### config.mk
export PLATFORM = sky130hd
export DESIGN_NAME = stable_priority_queue_core
export DESIGN_NICKNAME = d
export VERILOG_FILES = /design/src/sv/spq_pkg.sv /design/src/sv/spq_ram.sv /design/src/sv/stable_priority_queue_core.sv
export SDC_FILE = /design/constraint.sdc
export NUM_CORES = 1
export LEC_CHECK = 0
export BUFFER_PORTS_ARGS = -buffer_cell sky130_fd_sc_hd__buf_2
export CAP_MARGIN = 30
export CORE_ASPECT_RATIO = 0.6
export CORE_MARGIN = 4
export CORE_UTILIZATION = 55
export CTS_CLUSTER_DIAMETER = 60
export DETAILED_ROUTE_END_ITERATION = 6
export PLACE_DENSITY_LB_ADDON = 0.1
export SYNTH_ARGS = -nofsm -noshare
export SYNTH_HDL_FRONTEND = slang
export SYNTH_SLANG_ARGS = --single-unit
### constraint.sdc
create_clock -name clk_i -period 9 [get_ports clk_i]
set_input_delay 0.9 -clock clk_i [delete_from_list [all_inputs] [get_ports clk_i]]
set_output_delay 0.9 -clock clk_i [all_outputs]
set_load 0.05 [all_outputs]
### src/sv/spq_pkg.sv
// spq_pkg: constants, entry type and status codes of the stable priority queue
// used by stable_priority_queue_core; no dependencies
package spq_pkg;
  localparam int CAPACITY = 16;
  localparam int IDX_W = (CAPACITY > 1) ? $clog2(CAPACITY) : 1;
  localparam int CNT_W = $clog2(CAPACITY + 1);

  localparam logic [1:0] ST_OK    = 2'd0;
  localparam logic [1:0] ST_EMPTY = 2'd1;
  localparam logic [1:0] ST_FULL  = 2'd2;

  localparam logic KIND_INSERT = 1'b0;
  localparam logic KIND_REMOVE = 1'b1;

  typedef struct packed {
    logic [15:0] prio;
    logic [31:0] data;
  } entry_t;

  localparam int ENTRY_W = $bits(entry_t);
endpackage

### src/sv/spq_ram.sv
// spq_ram: generic simple dual-port ram, one write and one registered read port
// no dependencies
module spq_ram #(
  parameter int WIDTH = 48,
  parameter int DEPTH = 16,
  parameter int AW    = 4
) (
  input  logic             clk_i,
  input  logic             we_i,
  input  logic [AW-1:0]    waddr_i,
  input  logic [WIDTH-1:0] wdata_i,
  input  logic [AW-1:0]    raddr_i,
  output logic [WIDTH-1:0] rdata_o
);
  logic [WIDTH-1:0] mem [DEPTH];

  always_ff @(posedge clk_i) begin
    if (we_i) begin
      mem[waddr_i] <= wdata_i;
    end
    rdata_o <= mem[raddr_i];
  end
endmodule

### src/sv/stable_priority_queue_core.sv
// stable_priority_queue_core: bounded priority queue held sorted in a ring buffer ram
// depends on spq_pkg and spq_ram
//
// Usage: the input channel (in_valid_i / in_stall_o) carries one word per
// operation: kind_i 0 inserts data_in_i with priority prio_in_i, kind_i 1
// removes the front entry. Larger priority leaves first, equal priorities
// leave in arrival order. Each operation yields one word on the output
// channel (out_valid_o / out_stall_i): data_out_o, status_o, count_out_o.
// Entries sit in one ram as a ring, front at the head pointer.
// Steps: a remove reads the front entry from the ram, then forms the result. An
// insert walks back from the tail, moving each entry of lower priority one
// slot toward the tail by a read, then a write-back, and writes the new entry
// into the slot after the first held entry that it does not move (or at the
// front when every held entry moves). Errors (remove on empty, insert on full)
// go straight to the result. One operation is in work at a time; in_stall_o
// is high while it is.
// Reset clears the count and head pointer; the ram is not cleared.
// While the receiver stalls, the result word holds; a finished operation
// waits for the output register to empty before the next word is taken.
module stable_priority_queue_core (
  input  logic        clk_i,
  input  logic        rst_ni,
  input  logic        in_valid_i,
  output logic        in_stall_o,
  input  logic        kind_i,
  input  logic [31:0] data_in_i,
  input  logic [15:0] prio_in_i,
  output logic        out_valid_o,
  input  logic        out_stall_i,
  output logic [31:0] data_out_o,
  output logic [1:0]  status_o,
  output logic [4:0]  count_out_o
);
  import spq_pkg::*;

  typedef enum logic [2:0] {S_IDLE, S_RD, S_CMP, S_WRNEW, S_RM, S_DONE} state_e;

  state_e           state_q;
  logic [IDX_W-1:0] head_q;
  logic [CNT_W-1:0] count_q, k_q;
  entry_t           new_q;
  logic [31:0]      res_data_q;
  logic [1:0]       res_status_q;
  logic             out_valid_q;
  logic [31:0]      out_data_q;
  logic [1:0]       out_status_q;
  logic [4:0]       out_count_q;

  logic             ram_we;
  logic [IDX_W-1:0] ram_waddr, ram_raddr;
  entry_t           ram_wdata, ram_rdata;
  logic [ENTRY_W-1:0] ram_rbits;

  function automatic logic [IDX_W-1:0] phys(input logic [IDX_W-1:0] h,
                                            input logic [CNT_W-1:0] l);
    logic [CNT_W+IDX_W:0] s;
    s = {{(CNT_W+1){1'b0}}, h} + {{(IDX_W+1){1'b0}}, l};
    if (s >= (CNT_W+IDX_W+1)'(CAPACITY)) begin
      s = s - (CNT_W+IDX_W+1)'(CAPACITY);
    end
    return s[IDX_W-1:0];
  endfunction

  function automatic logic [4:0] cnt5(input logic [CNT_W-1:0] c);
    logic [CNT_W+4:0] w;
    w = {5'd0, c};
    return w[4:0];
  endfunction

  logic in_acc, out_free;
  assign in_acc   = (state_q == S_IDLE) && in_valid_i;
  assign out_free = !out_valid_q || !out_stall_i;
  assign ram_rdata = entry_t'(ram_rbits);

  always_comb begin
    ram_we    = 1'b0;
    ram_waddr = phys(head_q, k_q);
    ram_wdata = new_q;
    ram_raddr = head_q;
    case (state_q)
      S_IDLE: begin
        if (kind_i == KIND_INSERT) begin
          ram_raddr = phys(head_q, count_q - CNT_W'(1));
        end
      end
      S_RD: ram_raddr = phys(head_q, k_q - CNT_W'(1));
      S_CMP: begin
        ram_we = 1'b1;
        if (ram_rdata.prio < new_q.prio) begin
          ram_wdata = ram_rdata;
        end
      end
      S_WRNEW: ram_we = 1'b1;
      default: ;
    endcase
  end

  spq_ram #(.WIDTH(ENTRY_W), .DEPTH(CAPACITY), .AW(IDX_W)) u_ram (
    .clk_i   (clk_i),
    .we_i    (ram_we),
    .waddr_i (ram_waddr),
    .wdata_i (ram_wdata),
    .raddr_i (ram_raddr),
    .rdata_o (ram_rbits)
  );

  always_ff @(posedge clk_i or negedge rst_ni) begin
    if (!rst_ni) begin
      state_q      <= S_IDLE;
      head_q       <= '0;
      count_q      <= '0;
      k_q          <= '0;
      out_valid_q  <= 1'b0;
      new_q        <= '0;
      res_data_q   <= '0;
      res_status_q <= ST_OK;
      out_data_q   <= '0;
      out_status_q <= ST_OK;
      out_count_q  <= '0;
    end else begin
      // a finishing operation reloads the output register itself
      if (out_valid_q && !out_stall_i && (state_q != S_DONE)) begin
        out_valid_q <= 1'b0;
      end
      case (state_q)
        S_IDLE: begin
          if (in_acc) begin
            new_q.data   <= data_in_i;
            new_q.prio   <= prio_in_i;
            res_data_q   <= '0;
            res_status_q <= ST_OK;
            k_q          <= count_q;
            if (kind_i == KIND_REMOVE) begin
              if (count_q == '0) begin
                res_status_q <= ST_EMPTY;
                state_q      <= S_DONE;
              end else begin
                state_q <= S_RM;
              end
            end else if (count_q == CNT_W'(CAPACITY)) begin
              res_status_q <= ST_FULL;
              state_q      <= S_DONE;
            end else if (count_q == '0) begin
              state_q <= S_WRNEW;
            end else begin
              // read of the tail entry already issued this cycle
              state_q <= S_CMP;
            end
          end
        end
        S_RD: state_q <= S_CMP;
        S_CMP: begin
          if (ram_rdata.prio >= new_q.prio) begin
            count_q <= count_q + CNT_W'(1);
            state_q <= S_DONE;
          end else begin
            // entry moved one slot toward the tail
            k_q <= k_q - CNT_W'(1);
            state_q <= (k_q == CNT_W'(1)) ? S_WRNEW : S_RD;
          end
        end
        S_WRNEW: begin
          count_q <= count_q + CNT_W'(1);
          state_q <= S_DONE;
        end
        S_RM: begin
          res_data_q <= ram_rdata.data;
          head_q     <= phys(head_q, CNT_W'(1));
          count_q    <= count_q - CNT_W'(1);
          state_q    <= S_DONE;
        end
        S_DONE: begin
          if (out_free) begin
            out_valid_q  <= 1'b1;
            out_data_q   <= res_data_q;
            out_status_q <= res_status_q;
            out_count_q  <= cnt5(count_q);
            state_q      <= S_IDLE;
          end
        end
        default: state_q <= S_IDLE;
      endcase
    end
  end

  assign in_stall_o  = (state_q != S_IDLE);
  assign out_valid_o = out_valid_q;
  assign data_out_o  = out_data_q;
  assign status_o    = out_status_q;
  assign count_out_o = out_count_q;
endmodule
---- After elaboration in Yosys (flattened, before gate mapping) ----
Memory sizes are Yosys's and may differ from the RTL's. A register that Yosys moved wholly into a read port is not among the register bits.
Index checks and enable logic that the tools add are counted.
storage, ports and cells
  memories kept ........................... 1
  bits in writable memories ............... 768
  word-level logic and storage cells ...... 95
  register bits ........................... 139
  bits of input ports ..................... 53
memories
  memory     words  bits a word  rd ports  clocked after Yosys merged registers in  wr ports  line           source
  u_ram.mem  16     48           1         1                                        1         spq_ram.sv:15  logic [WIDTH-1:0] mem [DEPTH];
operators by class
  reductions and logical operators ........ 20
  equality and inequality tests ........... 12
  add/sub/neg operators ................... 11
  multiplexer cells ....................... 33
  $lt $le $gt $ge ......................... 6
operators by type and width
  operator               number
  $mux W48               2
  $pmux W32 S2           1
  $mux W32               1
  $mux W4                5
  $add A4 B5 Y6          3
  $ge A6 B5 Y1 const B   3
  $ge A16 B16 Y1         1
  $lt A16 B16 Y1         1
  $sub A4 B1 Y4 const B  4
  $mux W3                5
  $mux W5                3
  $pmux W3 S5            1
  $pmux W5 S3            1
  $pmux W5 S2            1
  $reduce_and A2 Y1      5
  $sub A5 B1 Y5 const B  2
  $mux W1                9
  $ne A2 B2 Y1 const B   4
  $pmux W4 S2            1
  $eq A3 B2 Y1 const B   2
  $eq A3 B3 Y1 const B   2
  $mux W2                3
  $reduce_bool A3 Y1     2
  $add A4 B1 Y5 const B  1
  other kinds (14)       19

---- Depth between registers and ports, before layout ----
Gate-level depths: netlist of the first run.
  depth after elaboration ................. 6
  depth in mapped cells ................... 13

---- Modules after synthesis ----
A second synthesis of the first run with hierarchy kept.
unflattened totals
  cells, all modules ...................... 1952
  area total of the unflattened synthesis .. 36839.1 um^2
modules (own cells, without submodules)
  module                      seq. area each (um^2)  times used  cells an instance  area an instance (um^2)
  spq_ram                     24023.0                1           1242               29691.0
  stable_priority_queue_core  3478.3                 1           710                7148.1

---- Least setup slack after synthesis of the first run ----
OpenSTA, ideal clock, no wires.
  path kind ............................... reg-to-reg
  start point ............................. register head_q[0]
  end point ............................... memory u_ram.mem[1][0] (enable)
  cell stages (with the launch flop) ...... 5
  buffers on the path ..................... 0
  arrival ................................. 3.648 ns
  library setup time ...................... 0.454 ns
  data required time ...................... 8.546 ns
  period minus slack after synthesis ...... 4.102 ns
  setup slack ............................. 4.898 ns
  path through ............................ dfrtp_1 > ha_1 > fa_1 > or3_1 > nor2_1
between the ends
  longest elaborated chain between the ends .. 3
ends and longest elaborated chain
  what                                           line                                                                source
  start: declaration                             stable_priority_queue_core.sv:39                                    logic [IDX_W-1:0] head_q;
  start signal: assignment                       stable_priority_queue_core.sv:168                                   head_q <= phys(head_q, CNT_W'(1));
  $add A4 B5 Y6 *                                stable_priority_queue_core.sv:57                                    s = {{(CNT_W+1){1'b0}}, h} + {{(IDX_W+1){1'b0}}, l};
  $ge A6 B5 Y1 or $sub A4 B1 Y4 (tied branches)  stable_priority_queue_core.sv:58, stable_priority_queue_core.sv:59
  $mux W4 *                                      stable_priority_queue_core.sv:58                                    if (s >= (CNT_W+IDX_W+1)'(CAPACITY)) begin
  end: declaration                               spq_ram.sv:15
Every way passes the cells marked *; elsewhere a longest branch is shown, timed or not.

---- Worst setup path in the final report of the first run ----
  start point ............................. register count_q[0]
  end point ............................... register u_ram.rdata_o[0], read port of u_ram.mem
between the ends
  longest elaborated chain between the ends .. 6
ends and longest elaborated chain
  what                                           line                                                                source
  start: declaration                             stable_priority_queue_core.sv:40                                    logic [CNT_W-1:0] count_q, k_q;
  start signal: assignment                       stable_priority_queue_core.sv:154                                   count_q <= count_q + CNT_W'(1);
  start signal: assignment                       stable_priority_queue_core.sv:163                                   count_q <= count_q + CNT_W'(1);
  start signal: assignment                       stable_priority_queue_core.sv:169                                   count_q <= count_q - CNT_W'(1);
  $sub A5 B1 Y5 *                                stable_priority_queue_core.sv:83                                    ram_raddr = phys(head_q, count_q - CNT_W'(1));
  $add A4 B5 Y6 *                                stable_priority_queue_core.sv:57
  $ge A6 B5 Y1 or $sub A4 B1 Y4 (tied branches)  stable_priority_queue_core.sv:58, stable_priority_queue_core.sv:59
  $mux W4 *                                      stable_priority_queue_core.sv:58
  $mux W4 *                                      stable_priority_queue_core.sv:82                                    if (kind_i == KIND_INSERT) begin
  $pmux W4 S2 *                                  stable_priority_queue_core.sv:80                                    case (state_q)
  end: declaration                               spq_ram.sv:13                                                       output logic [WIDTH-1:0] rdata_o
Marked as above.
A chain may end at the register's enable or synchronous reset.

==> out/results.txt, run 1 <==
Share of cells above drive strength 1 = 0.169
Crit-path most repeated cell = buf_4
Hold crit path type = input port to async pin
Met3 Use GR = 0.0493
CP Launch Type = flop
Grt total ovfl = 0
Yosys top cell area share = 0.597
First-pass GRT wire length = 148 mm
IO Pins = 94
Critical-path maximum fanout = 67
Core area = 68800 um^2
Post-synth cell types = 61
Number of CTS-inserted buffers = 85
Synthesized area per cell = 15.2 um^2
Initial DRT Pass Iterations = 5
Max transition margin = 0.207
Max Slew Vio Count = 0
All-Layer GR Usage = 0.267
Vias per cell = 6.53
Leading area contributor after synthesis = edfxtp_1
Largest net degree at the start of global routing = 209
Detailed-route wire length = 99.7 mm
Die span in y = 213 um
Top delay family on crit path = simple AND/OR/NAND/NOR gates
Worst-case clock buffer depth = 3
Arrival time worst endpoint = 5.48 ns
Top Usage Layer GRT = met2
Post-CTS setup buffers = 0
Measured slew at the worst slew-check pin = 1.19 ns
Required @ worst endpoint = 9.59 ns
Crit Path Class = flop to flop
Final min period = 4.89 ns
CP endpoint kind = flop
Final nets = 2648
FMAX = 204 MHz
H-tree Lvls = 3
Max-cap violations = 0
Antenna violations before repair = 1
N_diodes = 0
Number of synthesized flops with an enable pin = 768
Setup TNS = 0 ns
Status = finished clean
Hold Slack = 0.287 ns
Commonest cells post-synth = edfxtp_1 (768), and3_1 (290), a2111oi_0 (288)
RSZ-0062 raised after global routing = false
Routed length per instance = 28.1 um
Critical Path, Cell by Cell = inv_1 > ha_1 > fa_1 > nor3b_2 > or3_4 > buf_4 > nor2_4 > buf_4 > a2111oi_0 > mux2_2
CTS root buf = clkbuf_16
Skew-Pair Late Insertion Delay = 0.67 ns
Initial DRC count = 2484
Worst clock skew = 0.0239 ns
Final ANT Viol Nets = 0
Ys flop type = edfxtp_1
Die Width = 350 um
Post-route clock period utilization = 0.544
Layout area overhead = 10.9%
Vias post-DR = 23100
Final setup fails = 0
CP max stage delay = 0.80 ns
Synth Cell Area = 38600 um^2
Sequential-to-total area share from yosys stat = 0.712
CTS sink count = 955
IO Port Bufs = 93
CP max stage cell = or3_4
Post-CTS Hold Fix Bufs = 0
WP buf/inv = 3
Asr flop ratio synth = 0.146
Worst-path clk slew = 0.06 ns
M2 GR Usage = 0.429
Num rows = 74
Most area-consuming cells after synthesis = edfxtp_1 (60%), dfrtp_1 (9.0%), a2111oi_0 (6.5%)
Final GP Congestion = 0.803
Syn Inst Count = 2545
Yosys reg bits = 955
Dpl hpwl = 48.6 mm
M1 GR Usage = 0.384
Most common cell in the netlist = edfxtp_1
CTS tree = yes
Synthesized Nets = 2631
Resize count post-CTS = 0
Starting Density = 0.562
Fin. Hold Viols = 0
Synth warn = 0
Vias in the first global route = 22800
Die area = 74700 um^2
Post-route DRC violation count = 0
==> path summary, 6_finish.rpt <==
path                       cells past startpoint              start  slack, ns                to
max in group asynchronous                      2             rst_ni       7.24         new_q[30]
setup / recovery                              10         count_q[0]       4.11  u_ram.rdata_o[0]
min in group clk_i                             3      data_in_i[28]       0.42         new_q[28]
setup reg to reg                              10         count_q[0]       4.11  u_ram.rdata_o[0]
hold / removal                                 1             rst_ni       0.29     data_out_o[5]
hold reg to reg                                2  u_ram.rdata_o[22]       0.43    res_data_q[22]
==> layout by cell type (no fill, tap or decap), types with 6 or more instances in the layout <==
cell type	count
nand3_1	37
nor2_1	9
clkinv_2	11
clkbuf_1	23
buf_2	92
nor2_4	19
clkbuf_16	85
o21ai_0	26
clkinv_1	6
mux2_2	133
xnor2_1	11
clkbuf_8	11
xor2_1	8
edfxtp_1	768
buf_16	8
nand2_1	202
and3_1	290
mux2i_1	99
a211oi_1	98
buf_12	7
buf_4	35
inv_1	29
a21oi_1	20
dfrtp_1	139
ha_1	30
dfxtp_1	48
a2111oi_0	288
==> area by class of cell <==
type / count / area (um^2)
sequential: 955 / 27500
fill: 5076 / 25900
multi-input combinational: 1347 / 10300
clock buffer: 121 / 2380
tap: 912 / 1140
timing repair buffer: 143 / 1090
clock inverter: 36 / 358
inverter: 30 / 113
==> logic make-up (layout without fill, tap and decap cells) <==
logic type,count (synthesis),after routing,synth area share
buf+inv,243,330,0.0285
simple gates,599,599,0.0821
compound gates,463,463,0.0973
xor+xnor,19,19,0.00431
fa+ha+maj,33,33,0.0113
flops,955,955,0.712
mux,233,233,0.0648
==> registers in the layout (all words and copies together) (netlist names) <==
signal         cells
u_ram.rdata_o     48
res_status_q       2
count_out_o        5
new_q             48
k_q                5
state_q            3
data_out_o        32
head_q             4
res_data_q        32
out_valid_o        1
u_ram.mem        768
status_o           2
count_q            5
==> metal layers <==
layer / up-vias / routed length, um
met5: - / 0
met4: 0 / 2060
met3: 132 / 7540
met2: 1019 / 47300
met1: 11800 / 42800
li1: 10200 / -
==> per-stage QoR <==
step	worst slack (ns)	util	instance area, um^2	cells
global route	3.97	0.623	42800	3544
global placement	4.26	0.578	39800	3374
detailed placement	4.26	0.582	40000	3383
CTS	4.23	0.621	42800	3540
floorplan	4.90	-	38600	2545
finish	4.11	0.623	42800	3544
Power of run 1 is not shown: default switching activity piles up to over one toggle a cycle in this logic, so the estimate is an artifact.
==> run 2, diff against run 1 <==
==> constraint.sdc (replaced) <==
create_clock -name clk_i -period 5.1 [get_ports clk_i]
set_input_delay 0.51 -clock clk_i [delete_from_list [all_inputs] [get_ports clk_i]]
set_output_delay 0.51 -clock clk_i [all_outputs]
set_load 0.05 [all_outputs]
==> out/results.txt, run 2 (synthesis gave the netlist of run 1 again) <==
Worst-case clock buffer depth = 3 (unchanged)
Setup TNS = 0 ns (unchanged)
Largest net degree at the start of global routing = 165 (-21%)
CP Launch Type = flop
Die Width = 350 um (unchanged)
Hold Path Depth = 3
Fin util = 0.626 (+0.00309)
Post-route clock period utilization = 0.809 (+0.266)
FMAX = 242 MHz (+19%)
Most frequent cells in the layout = edfxtp_1 (768), and3_1 (290), a2111oi_0 (288)
Crit Path Class = flop to flop
CP endpoint kind = flop
Critical-path maximum fanout = 120 (+79%)
All-Layer GR Usage = 0.268 (+0.00136)
CTS tree = yes
Worst clock skew = 0.0273 ns (+0.00338 ns)
Hold path start = data_in_i[27]
Vias in the first global route = 22800 (-0.0088%)
Fin cells = 3573 (+0.82%)
Starting Density = 0.562 (unchanged)
Die span in y = 213 um (unchanged)
N_diodes = 0 (unchanged)
Biggest regs = u_ram.mem (768), new_q (48), u_ram.rdata_o (48)
Arrival time worst endpoint = 4.67 ns (-0.81 ns)
R2R depth = 8 (-2)
Fin. Hold Viols = 0 (unchanged)
Skew-Pair Late Insertion Delay = 0.67 ns (about the same)
Detailed-route wire length = 100 mm (+0.71%)
Biggest register = u_ram.mem
Commonest non-fill, non-tap cell in the layout = edfxtp_1
Num rows = 74 (unchanged)
Final setup fails = 0 (unchanged)
Reg2reg start = head_q[0]
RSZ-0062 raised after global routing = false
IO Pins = 94 (unchanged)
Die area = 74700 um^2 (unchanged)
Largest register FFs = 768 (unchanged)
Layout area overhead = 11.4%
Status = finished clean
Hold crit path type = input port to flop
Initial DRC count = 2476 (-0.32%)
R2r setup slk = 0.97 ns (-3.13 ns)
Final min period = 4.13 ns (-0.765 ns)
Core area = 68800 um^2 (unchanged)
Max-cap violations = 0 (unchanged)
Required @ worst endpoint = 5.64 ns (-3.95 ns)
Post-route DRC violation count = 0 (unchanged)
Number of CTS-inserted buffers = 85 (unchanged)
First-pass GRT wire length = 149 mm (+0.77%)
Grt total ovfl = 0 (unchanged)
Measured slew at the worst slew-check pin = 1.01 ns (-0.177 ns)
Fin area = 43100 um^2 (+0.50%)
Final GP Congestion = 0.829 (+3.3%)
Initial DRT Pass Iterations = 6 (+1)
Placed Area = 40200 um^2 (+0.58%)
Max Slew Vio Count = 0 (unchanged)
Dpl hpwl = 51.0 mm (+5.0%)
Vias post-DR = 23300 (+0.56%)
Final nets = 2674 (+0.98%)
Hold Path Sink = new_q[27]
Fill cells = 5063 (-0.26%)
Final ANT Viol Nets = 0 (unchanged)
Resize count post-CTS = 0 (unchanged)
# placed instances = 3407 (+0.71%)
Worst-path clk slew = 0.07 ns (about the same)
Share of cells above drive strength 1 = 0.173 (+0.00379)
CTS root buf = clkbuf_16
IO Port Bufs = 93 (unchanged)
Max transition margin = 0.325 (+0.118)
Routed length per instance = 28.1 um (-0.11%)
CTS sink count = 955 (unchanged)
Vias per cell = 6.51 (-0.26%)
H-tree Lvls = 3 (unchanged)
Antenna violations before repair = 0 (-1)
Crit Reg-Reg Endpoint = u_ram.rdata_o[20]
run 2: cell count changes in the layout (fill, tap and decap cells not counted), sizes merged:
cell / before / now
clkbuf: 121 / 114
clkinvlp: 5 / 1
inv: 37 / 33
clkinv: 20 / 37
bufinv: 4 / 5
buf: 143 / 165
dlygate4sd3: 0 / 4
run 2: area by class of cell:
class / instances / area [um^2] / share of cell area
clock buffer: 114 / 2320 / 0.0538
clock inverter: 46 / 409 / 0.00950
inverter: 30 / 113 / 0.00262
multi-input combinational: 1347 / 10300 / 0.238
sequential: 955 / 27500 / 0.639
tap: 912 / 1140 / 0.0265
timing repair buffer: 169 / 1320 / 0.0307
run 2: how the worst max path moves through the flow:
stage / start / end / slack (ns) / cells past startpoint
2_1_floorplan: head_q[0] / u_ram.mem[1][0] / 1.0 / 4
3_3_place_gp: head_q[0] / u_ram.rdata_o[20] / 1.17 / 8
3_5_place_dp: count_q[0] / u_ram.rdata_o[9] / 1.04 / 9
4_1_cts: count_q[0] / u_ram.rdata_o[9] / 1.02 / 11
5_1_grt: k_q[0] / u_ram.rdata_o[20] / 0.74 / 9
6_report: head_q[0] / u_ram.rdata_o[20] / 0.97 / 8
run 2: metal layers:
metal	share of wire	track usage	up-vias
li1	-	-	10300
met1	0.45	0.402	11900
met2	0.46	0.420	956
met3	0.067	0.0366	118
met4	0.021	0.0738	0
met5	0	0	-
run 2: worst max-delay path: stages (launching register included):
cell	delay, ns
dfrtp_1	0.51
ha_1	0.41
nand2b_1	0.14
mux2_8	0.63
nand2_8	0.51
buf_4	0.46
a2111oi_0	0.67
a2111oi_0	0.16
mux2_2	0.31
run 2: timing repair:
item	4_1_cts	5_1_grt
endpoints found under the hold margin	80	0
setup buffers	0	0
setup endpoints to repair	0	0
hold buffers	4	0
run 2: per-stage QoR:
stage,worst slack (ns),hold slack [ns]
2_1_floorplan,0.998,0.214
3_3_place_gp,1.17,0.424
3_5_place_dp,1.04,0.430
4_1_cts,1.02,0.000239
5_1_grt,0.740,0.0261
6_report,0.972,0.0301
Power of run 2 is left out for the same reason.
